<file path="config.mk">
export PLATFORM = sky130hd
export DESIGN_NAME = npt_ram
export DESIGN_NICKNAME = d
export VERILOG_FILES = /design/src/npt_ram.sv
export SDC_FILE = /design/constraint.sdc
export NUM_CORES = 1
export LEC_CHECK = 0
export BUFFER_PORTS_ARGS = -buffer_cell sky130_fd_sc_hd__buf_2
export CORE_MARGIN = 3
export CORE_UTILIZATION = 35
export CTS_CLUSTER_DIAMETER = 80
export DETAILED_ROUTE_END_ITERATION = 8
export GPL_TIMING_DRIVEN = 0
export PLACE_DENSITY_LB_ADDON = 0.25
export SYNTH_ARGS = -nofsm -noshare
export SYNTH_HDL_FRONTEND = slang
export SYNTH_SLANG_ARGS = --single-unit
</file>
<file path="constraint.sdc">
create_clock -name clk -period 4.9 [get_ports clk]
set_input_delay 0.98 -clock clk [delete_from_list [all_inputs] [get_ports clk]]
set_output_delay 0.98 -clock clk [all_outputs]
set_load 0.02 [all_outputs]
</file>
<file path="src/npt_ram.sv">
module npt_ram #(
  parameter int WIDTH = 8,
  parameter int DEPTH = 16
) (
  input  logic                                      clk,
  input  logic                                      wr_en,
  input  logic [((DEPTH > 1) ? $clog2(DEPTH) : 1)-1:0] wr_addr,
  input  logic [WIDTH-1:0]                          wr_data,
  input  logic                                      rd_en,
  input  logic [((DEPTH > 1) ? $clog2(DEPTH) : 1)-1:0] rd_addr,
  output logic [WIDTH-1:0]                          rd_data
);

  logic [WIDTH-1:0] mem [DEPTH];

  always_ff @(posedge clk) begin
    if (wr_en) begin
      mem[wr_addr] <= wr_data;
    end
    if (rd_en) begin
      rd_data <= mem[rd_addr];
    end
  end

endmodule

</file>
==> flow_metrics.py <==
metrics = {
    "floorplan": {
        "ioPinCount": 27,
        "start_util": 0.358,
        "dieArea_sq_um": 16400,
        "die_h_microns": 128,
        "die_w_microns": 128,
        "rows": 44,
        "core_area_sq_um": 14600,
    },
    "grt": {
        "grt.overflow.total": 0,
        "grt_usage": 0.140,
        "grt_first_pass_wirelength_microns": 16100,
        "antenna_found_initial": 1,
        "grt_pass1_vias": 2559,
        "grt_max_degree": 17,
    },
    "power": {
        "peakVddDrop_mv": 0.276,
        "p_sw_mw": 0.521,
        "power_leakage_nw": 2.03,
        "clkPwrFrac": 0.446,
        "p_sw_frac": 0.199,
        "power.density_nw_per_um2": 426,
        "power.share.combinational": 0.051,
        "intPower_mw": 2.10,
        "seqPwrFrac": 0.503,
    },
    "detailed_routing": {
        "drtIter0Drc": 260,
        "num_vias": 2401,
        "wl_per_cell_microns": 22.1,
        "drcViolationCount": 0,
        "via_per_inst": 5.10,
        "dr.pass1.iters": 4,
        "wirelength_microns": 10400,
        "drtAntennaViolNets": 0,
    },
    "logic_synthesis": {
        "synthCells": 229,
        "syn_nets": 248,
        "synth_cell_types": 18,
        "synth_seq_cells": 136,
        "synth_seq_area_share": 0.781,
        "synth_area_sq_um": 5230,
        "synth-warning-count": 0,
        "avgSynthCellArea_sq_um": 22.8,
    },
    "clocking": {
        "cts_root_buffer": "clkbuf_16",
        "cts_setup_buffers": 0,
        "cts_tree": "built",
        "numCtsBuffers": 17,
        "cts.sinks": 136,
        "insertion_delay_ns": 0.41,
        "post_cts_resized": 0,
        "path_clk_slew_ns": 0.05,
        "clock_path_buffers": 2,
        "cts_max_level": 4,
        "postCtsHoldBufs": 0,
    },
    "finish": {
        "final_common_cell": "edfxtp_1",
        "drive_gt1_frac": 0.289,
        "fillers": 1271,
        "n_antenna_cell": 0,
        "nets": 293,
        "final_cell_mix": "edfxtp_1 (136), buf_2 (28), mux4_2 (18)",
        "synthToLayoutAreaGrowth_pct": 17.6,
    },
    "setup_path": {
        "path_class": "in -> reg",
        "worst-r2r-setup-slack_ns": 3.21,
        "crit_fanout": 8,
        "start_kind": "input port",
        "crit_path_end_kind": "register",
        "cp_top_family": "simple AND/OR/NAND/NOR gates",
        "slowest_stage": "nor3_1",
        "reg2regPathDepth": 3,
        "r2r_start": "mem[1][1]",
        "critPathRequiredTime_ns": 4.92,
        "worst-path-buf-inv": 1,
        "timing.rr.end": "rd_data[1]",
        "cp_cell_sequence": "buf_2, or3b_2, nor3_1",
        "slowest_delay_ns": 0.96,
        "critPathArrivalTime_ns": 2.58,
    },
    "sta": {
        "layout_worst_path_cycle_share": 0.523,
        "whs_ns": 0.748,
        "fin_tns_setup_ns": 0,
        "setup_violations": 0,
        "finalClockSkew_ns": 0.00716,
        "tightestPinTransition_ns": 1.25,
        "finalHoldViolCount": 0,
        "slew_headroom": 0.163,
        "slew_viol_final": 0,
        "min_period_ns": 2.56,
        "max_freq_mhz": 390,
        "grt_setup_unrepaired": "no",
    },
    "placement": {
        "post-dp-hpwl_microns": 6740,
        "place_congestion": 0.812,
        "io_buffers": 25,
    },
    "hold_path": {
        "min_to": "rd_data[2]",
        "whs_path_depth": 3,
        "min-delay-start": "mem[14][2]",
        "hp-class": "reg -> reg",
    },
    "outcome": {
        "status": "completed",
    },
    "flow_run": {
        "cap_violations": 0,
    },
}
## metrics by stage
step	cell area [sq um]	power, mW	instances	utilization	worst slack, ns
final	6150	2.62	471	0.421	2.34
after global routing	6150	2.71	471	0.421	2.22
after CTS	6140	2.65	471	0.421	2.28
after detailed placement	5600	1.47	439	0.384	1.84
after global placement	5580	1.47	438	0.383	1.86
after floorplan	5230	1.41	229	-	2.43
## synth_stat cells
| cell | instances | area (sq um) |
|---|---|---|
| nor3_1 | 4 | 20.0 |
| a22oi_1 | 16 | 120 |
| mux4_2 | 18 | 405 |
| and2_1 | 1 | 6.26 |
| mux4_1 | 14 | 368 |
| nand3b_1 | 2 | 15.0 |
| and2b_1 | 1 | 7.51 |
| nand3_1 | 1 | 5.00 |
| or3b_2 | 1 | 8.76 |
| edfxtp_1 | 136 | 4080 |
| nor2b_1 | 1 | 6.26 |
| clkdlybuf4s25_2 | 3 | 30.0 |
| nor2_1 | 13 | 48.8 |
| nand2_1 | 9 | 33.8 |
| buf_4 | 1 | 7.51 |
| buf_2 | 3 | 15.0 |
| nand2b_1 | 2 | 12.5 |
| buf_6 | 3 | 33.8 |
## flip-flops by register name, indices dropped and copies added (netlist names)
signal,cells
rd_data,8
mem,128
## cell type report
| class | instances | area, sq um | share of cell area |
|---|---|---|---|
| sequential | 136 | 4080 | 0.664 |
| multi-input combinational | 83 | 1070 | 0.174 |
| clock buffer | 20 | 437 | 0.0711 |
| tap | 184 | 230 | 0.0375 |
| timing repair buffer | 26 | 133 | 0.0216 |
| clock inverter | 12 | 109 | 0.0177 |
| buffer | 10 | 86.3 | 0.0140 |
## metal layers
layer / vias to the layer above / track usage / wire (microns)
li1: 1070 / - / -
met1: 1249 / 0.191 / 4760
met2: 71 / 0.214 / 5000
met3: 9 / 0.0479 / 555
met4: 2 / 0.0431 / 110
met5: - / 0 / 8
## kinds of logic after synthesis
logic type	count (synthesis)	synth area share
mux	32	0.148
compound gates	16	0.0230
flops	136	0.781
simple gates	35	0.0314
buf+inv	10	0.0165
## power groups by stage
stage / combinational (mW) / sequential, mW / clock [mW]
finish: 0.132 / 1.32 / 1.17
global route: 0.143 / 1.32 / 1.24
CTS: 0.134 / 1.32 / 1.20
detailed placement: 0.134 / 1.34 / 0
global placement: 0.131 / 1.34 / 0
floorplan: 0.0661 / 1.35 / 0
## worst min-delay path, cell delays in order, from the launching register on
cell      delay (ns)
edfxtp_1        0.31
mux4_2          0.22
a22oi_1         0.05
nand2_1         0.06
## worst max-delay path by stage
stage | start | end | cells past startpoint
finish | wr_addr[2] | mem[0][2] | 3
global route | wr_addr[2] | mem[0][0] | 3
CTS | wr_addr[2] | mem[0][3] | 3
detailed placement | wr_addr[2] | mem[0][3] | 3
global placement | wr_addr[2] | mem[0][3] | 3
floorplan | wr_addr[2] | mem[0][0] | 2
Power figures use the tool's default switching activity.
