`src/npt_pkg.sv`:
```
package npt_pkg;

  localparam int MAX_ENTRIES = 64;

  // Index into the table and the fill count, which must also hold MAX_ENTRIES.
  localparam int IDX_W = (MAX_ENTRIES > 1) ? $clog2(MAX_ENTRIES) : 1;
  localparam int CNT_W = (MAX_ENTRIES > 1) ? $clog2(MAX_ENTRIES + 1) : 1;

  localparam int COORD_W   = 24;
  localparam int POINT_W   = 3 * COORD_W;
  localparam int DIFF_W    = COORD_W + 1;
  localparam int PROD_W    = 2 * DIFF_W;
  localparam int SQ_W      = PROD_W - 1;
  localparam int DIST_W    = SQ_W + 1;
  localparam int OUT_IDX_W = 6;

  localparam logic REQ_INSERT = 1'b0;
  localparam logic REQ_QUERY  = 1'b1;

  typedef enum logic [1:0] {
    STAT_OK      = 2'd0,
    STAT_EMPTY   = 2'd1,
    STAT_BLOCKED = 2'd2,
    STAT_FULL    = 2'd3
  } status_t;

  typedef enum logic [1:0] {
    ST_IDLE,
    ST_SCAN,
    ST_DRAIN,
    ST_DONE
  } state_t;

  // x sits in the lowest bits.
  typedef struct packed {
    logic signed [COORD_W-1:0] z;
    logic signed [COORD_W-1:0] y;
    logic signed [COORD_W-1:0] x;
  } point_t;

  // Travels beside each entry through the distance pipeline.
  typedef struct packed {
    logic             valid;
    logic [IDX_W-1:0] idx;
  } tag_t;

  // The result carries only the low bits of a table index.
  function automatic logic [OUT_IDX_W-1:0] to_out_idx(input logic [IDX_W-1:0] idx);
    logic [IDX_W+OUT_IDX_W-1:0] ext;
    ext = {{OUT_IDX_W{1'b0}}, idx};
    return ext[OUT_IDX_W-1:0];
  endfunction

endpackage

```
`src/npt_dist.sv`:
```
module npt_dist (
  input  logic                      clk,
  input  logic                      rst_n,
  input  npt_pkg::point_t           query,
  input  npt_pkg::point_t           entry,
  input  npt_pkg::tag_t             in_tag,
  output npt_pkg::tag_t             out_tag,
  output logic [npt_pkg::DIST_W-1:0] sq_dist
);
  import npt_pkg::*;

  // Three stages: differences, squares, sum.
  tag_t                     tag1_r, tag2_r, tag3_r;
  logic signed [DIFF_W-1:0] dx_r, dy_r, dz_r;
  logic signed [DIFF_W-1:0] dx_nxt, dy_nxt, dz_nxt;
  logic signed [PROD_W-1:0] px, py, pz;
  logic [SQ_W-1:0]          sqx_r, sqy_r, sqz_r;
  logic [DIST_W-1:0]        dist_r, dist_nxt;

  always_comb begin
    dx_nxt = DIFF_W'(query.x) - DIFF_W'(entry.x);
    dy_nxt = DIFF_W'(query.y) - DIFF_W'(entry.y);
    dz_nxt = DIFF_W'(query.z) - DIFF_W'(entry.z);
    px = dx_r * dx_r;
    py = dy_r * dy_r;
    pz = dz_r * dz_r;
    dist_nxt = DIST_W'(sqx_r) + DIST_W'(sqy_r) + DIST_W'(sqz_r);
  end

  always_ff @(posedge clk) begin
    if (!rst_n) begin
      tag1_r.valid <= 1'b0;
      tag2_r.valid <= 1'b0;
      tag3_r.valid <= 1'b0;
    end else begin
      tag1_r.valid <= in_tag.valid;
      tag2_r.valid <= tag1_r.valid;
      tag3_r.valid <= tag2_r.valid;
    end
    tag1_r.idx <= in_tag.idx;
    tag2_r.idx <= tag1_r.idx;
    tag3_r.idx <= tag2_r.idx;
    dx_r   <= dx_nxt;
    dy_r   <= dy_nxt;
    dz_r   <= dz_nxt;
    sqx_r  <= px[SQ_W-1:0];
    sqy_r  <= py[SQ_W-1:0];
    sqz_r  <= pz[SQ_W-1:0];
    dist_r <= dist_nxt;
  end

  assign out_tag = tag3_r;
  assign sq_dist = dist_r;

endmodule

```
`config.mk`:
```
export PLATFORM = sky130hd
export DESIGN_NAME = npt_dist
export DESIGN_NICKNAME = d
export VERILOG_FILES = /design/src/npt_pkg.sv /design/src/npt_dist.sv
export SDC_FILE = /design/constraint.sdc
export NUM_CORES = 2
export LEC_CHECK = 0
export ABC_AREA = 1
export ABC_CLOCK_PERIOD_IN_PS = 17100
export CAP_MARGIN = 10
export CORE_MARGIN = 4
export CORE_UTILIZATION = 30
export CTS_CLUSTER_SIZE = 20
export DETAILED_ROUTE_END_ITERATION = 10
export DONT_BUFFER_PORTS = 1
export GPL_TIMING_DRIVEN = 0
export SYNTH_ARGS = -nofsm -noshare
export SYNTH_HDL_FRONTEND = slang
export SYNTH_SLANG_ARGS = --single-unit
```
`constraint.sdc`:
```
create_clock -name clk -period 17.1 [get_ports clk]
set_input_delay 4.275 -clock clk [delete_from_list [all_inputs] [get_ports clk]]
set_output_delay 4.275 -clock clk [all_outputs]
set_load 0.01 [all_outputs]
```
==> flow_metrics.py <==
metrics = {
    "status": {
        "run_status": "complete, no violations",
    },
    "global_route": {
        "antenna_found_initial": 17,
        "grt_first_pass_wirelength_um": 377000,
        "overflow": 0,
        "grt_pass1_vias": 64597,
        "grt_usage": 0.177,
        "grt_start_max_net_pins": 15,
    },
    "cts": {
        "ctsHtreeMaxLevel": 2,
        "clk_latency_ns": 0.65,
        "root_buffer": "clkbuf_16",
        "postCtsHoldBufs": 0,
        "cts.sinks": 290,
        "post_cts_resized": 0,
        "tritoncts": "built",
        "cts_buffer_depth": 3,
        "cts_buffers": 39,
        "clk_pin_slew_worst_paths_ns": 0.06,
        "cts_setup_buffers": 0,
    },
    "sta": {
        "finalHoldViolCount": 0,
        "post-route-min-period_ns": 8.38,
        "fin_skew_ns": 0.0384,
        "timing.slew.headroom": 0.285,
        "fin_crit_sh": 0.490,
        "worst_pin_slew_ns": 1.07,
        "drv_slew": 0,
        "max_clock_freq_mhz": 119,
        "tns_ns": 0,
        "rsz0062_at_grt": "false",
        "setup_violations": 0,
    },
    "place": {
        "dp_hpwl_um": 213000,
        "io_buffers": 0,
        "finalWeightedCongestion": 0.999,
    },
    "routing": {
        "drt_first_pass_iters": 8,
        "finalWirelength_um": 243000,
        "vias": 61705,
        "vias_per_cell": 4.50,
        "avgRoutedWirePerCell_um": 17.7,
        "drt_iter0_drc": 4910,
        "drc": 0,
        "antenna_left": 0,
    },
    "final_layout": {
        "fillers": 28660,
        "utilization": 0.324,
        "layout_commonest_cell": "inv_1",
        "nNetsFinal": 12684,
        "layout_common_cells": "inv_1 (3,153), nand2_1 (2,274), fa_1 (1,847), ha_1 (571), nor2_1 (445)",
        "drive_gt1_frac": 0.0189,
        "syn2layout_area_growth_pct": 7.22,
    },
    "worst_setup_path": {
        "path_class": "reg -> reg",
        "critPathRequiredTime_ns": 17.64,
        "critPathCaptureType": "flip-flop",
        "worstPathArrival_ns": 8.91,
        "startpoint_type": "flip-flop",
        "cp_max_fo": 10,
    },
    "synthesis": {
        "synthCells": 10070,
        "ys.flop_type": "dfxtp_1",
        "synth-seq-area-share": 0.0721,
        "synth.avg_cell_area_sq_um": 8.00,
        "synth_warnings": 0,
        "yosysUniqueCellTypes": 48,
        "syn-cell-area_sq_um": 80500,
        "ys_ff_latch": 290,
        "ys_async_sr_fraction": 0,
        "synth_edf_count": 0,
    },
    "floorplan": {
        "row_count": 189,
        "start_util": 0.302,
        "fp.dieArea_sq_um": 277000,
        "die_h_um": 526,
        "fp.dieW_um": 526,
        "core_sq_um": 266000,
        "ios": 210,
    },
    "run": {
        "maxCapViolCount": 0,
    },
    "hold_path": {
        "hold_path.class": "reg -> reg",
    },
}
registers in the layout, summed over array words and instances, names as in the netlist, 25 cells and up:
signal   flops
dy_r        25
sq_dist     50
sqx_r       48
sqy_r       48
dx_r        25
sqz_r       48
dz_r        25
layout make-up:
class | instances | area (sq um) | area share
diodes | 26 | 65.1 | 0.000753
plain buffers | 229 | 861 | 0.00997
clock buffers | 48 | 1050 | 0.0122
clock inverters | 19 | 273 | 0.00316
inverters | 3162 | 11900 | 0.137
multi-input cells | 6391 | 62000 | 0.718
flip-flops and latches | 290 | 5810 | 0.0672
well taps | 3533 | 4420 | 0.0512
metrics by stage:
| step | area (sq um) | hold WS [ns] | std cells | worst slack (ns) |
|---|---|---|---|---|
| after floorplan | 80500 | 0.310 | 10072 | 10.62 |
| after global placement | 85000 | 0.310 | 13605 | 8.79 |
| after detailed placement | 85000 | 0.314 | 13605 | 8.75 |
| after CTS | 86300 | 0.328 | 13672 | 8.75 |
| after global routing | 86300 | 0.331 | 13687 | 8.28 |
| final | 86400 | 0.324 | 13698 | 8.72 |
synth_stat cells (4+ instances only):
| library cell | instances | area (sq um) |
|---|---|---|
| o21ai_0 | 145 | 726 |
| and2_1 | 5 | 31.3 |
| a21oi_2 | 5 | 43.8 |
| a21oi_1 | 301 | 1510 |
| nand4_1 | 74 | 463 |
| a21o_1 | 12 | 90.1 |
| inv_1 | 3153 | 11800 |
| nor2_2 | 30 | 188 |
| buf_1 | 7 | 26.3 |
| dfxtp_1 | 290 | 5810 |
| nand3_2 | 4 | 40.0 |
| o211ai_1 | 4 | 30.0 |
| nand2_1 | 2274 | 8540 |
| ha_1 | 571 | 7140 |
| nand3_1 | 246 | 1230 |
| nand2_2 | 45 | 282 |
| nand3b_1 | 12 | 90.1 |
| o21ai_2 | 4 | 35.0 |
| o21bai_1 | 46 | 345 |
| fa_1 | 1847 | 37000 |
| o21ai_1 | 13 | 65.1 |
| clkbuf_1 | 221 | 830 |
| nor2_1 | 445 | 1670 |
| or2_2 | 10 | 62.6 |
| nor4_1 | 6 | 37.5 |
| nor3_2 | 5 | 50.1 |
| inv_2 | 9 | 33.8 |
| xnor2_1 | 53 | 464 |
| a21boi_0 | 4 | 30.0 |
| nor2_4 | 7 | 78.8 |
| nor3_1 | 36 | 180 |
| a211oi_1 | 4 | 30.0 |
| xor2_1 | 162 | 1420 |
layer usage:
layer,vias to the layer above,track usage,wire [um]
li1,28732,-,-
met1,30413,0.241,103000
met2,2196,0.286,111000
met3,364,0.0296,19400
met4,0,0.0602,9490
met5,-,0,0
cell families (layout without fill, tap and decap cells):
group | Yosys count | after routing | synth area share
xor gates and xnor gates | 215 | 215 | 0.0234
AOI/OAI and AO/OA | 547 | 547 | 0.0370
DFF | 290 | 290 | 0.0721
buffers and inverters | 3391 | 3458 | 0.158
other | 1 | 29 | 0.0000466
adders and majority gates | 2418 | 2418 | 0.548
and+or+nand+nor | 3208 | 3208 | 0.162
final timing paths:
check	start	end	slack, ns	cells past startpoint
setup / recovery	dy_r[24]$_DFF_P_	sqy_r[39]$_DFF_P_	8.72	21
hold / removal	tag1_r[3]$_DFF_P_	tag2_r[3]$_DFF_P_	0.32	0
setup reg to reg	dy_r[24]$_DFF_P_	sqy_r[39]$_DFF_P_	8.72	21
hold reg to reg	tag1_r[3]$_DFF_P_	tag2_r[3]$_DFF_P_	0.32	0
worst max-delay path, cell delays in order (launching register included):
cell	delay (ns)
dfxtp_1	0.65
clkbuf_1	0.53
buf_1	0.58
nand2_1	0.13
inv_1	0.15
fa_1	0.48
fa_1	0.62
inv_1	0.24
fa_1	0.94
inv_1	0.25
fa_1	0.52
fa_1	0.58
fa_1	0.44
fa_1	0.44
ha_1	0.40
nand2_1	0.12
nor2_1	0.25
nand2_1	0.14
nor3_1	0.33
nand3b_1	0.26
nand4_1	0.17
nand2_1	0.06
Power is not shown: default switching activity piles up to over one toggle a cycle in this logic, so the estimate is an artifact.
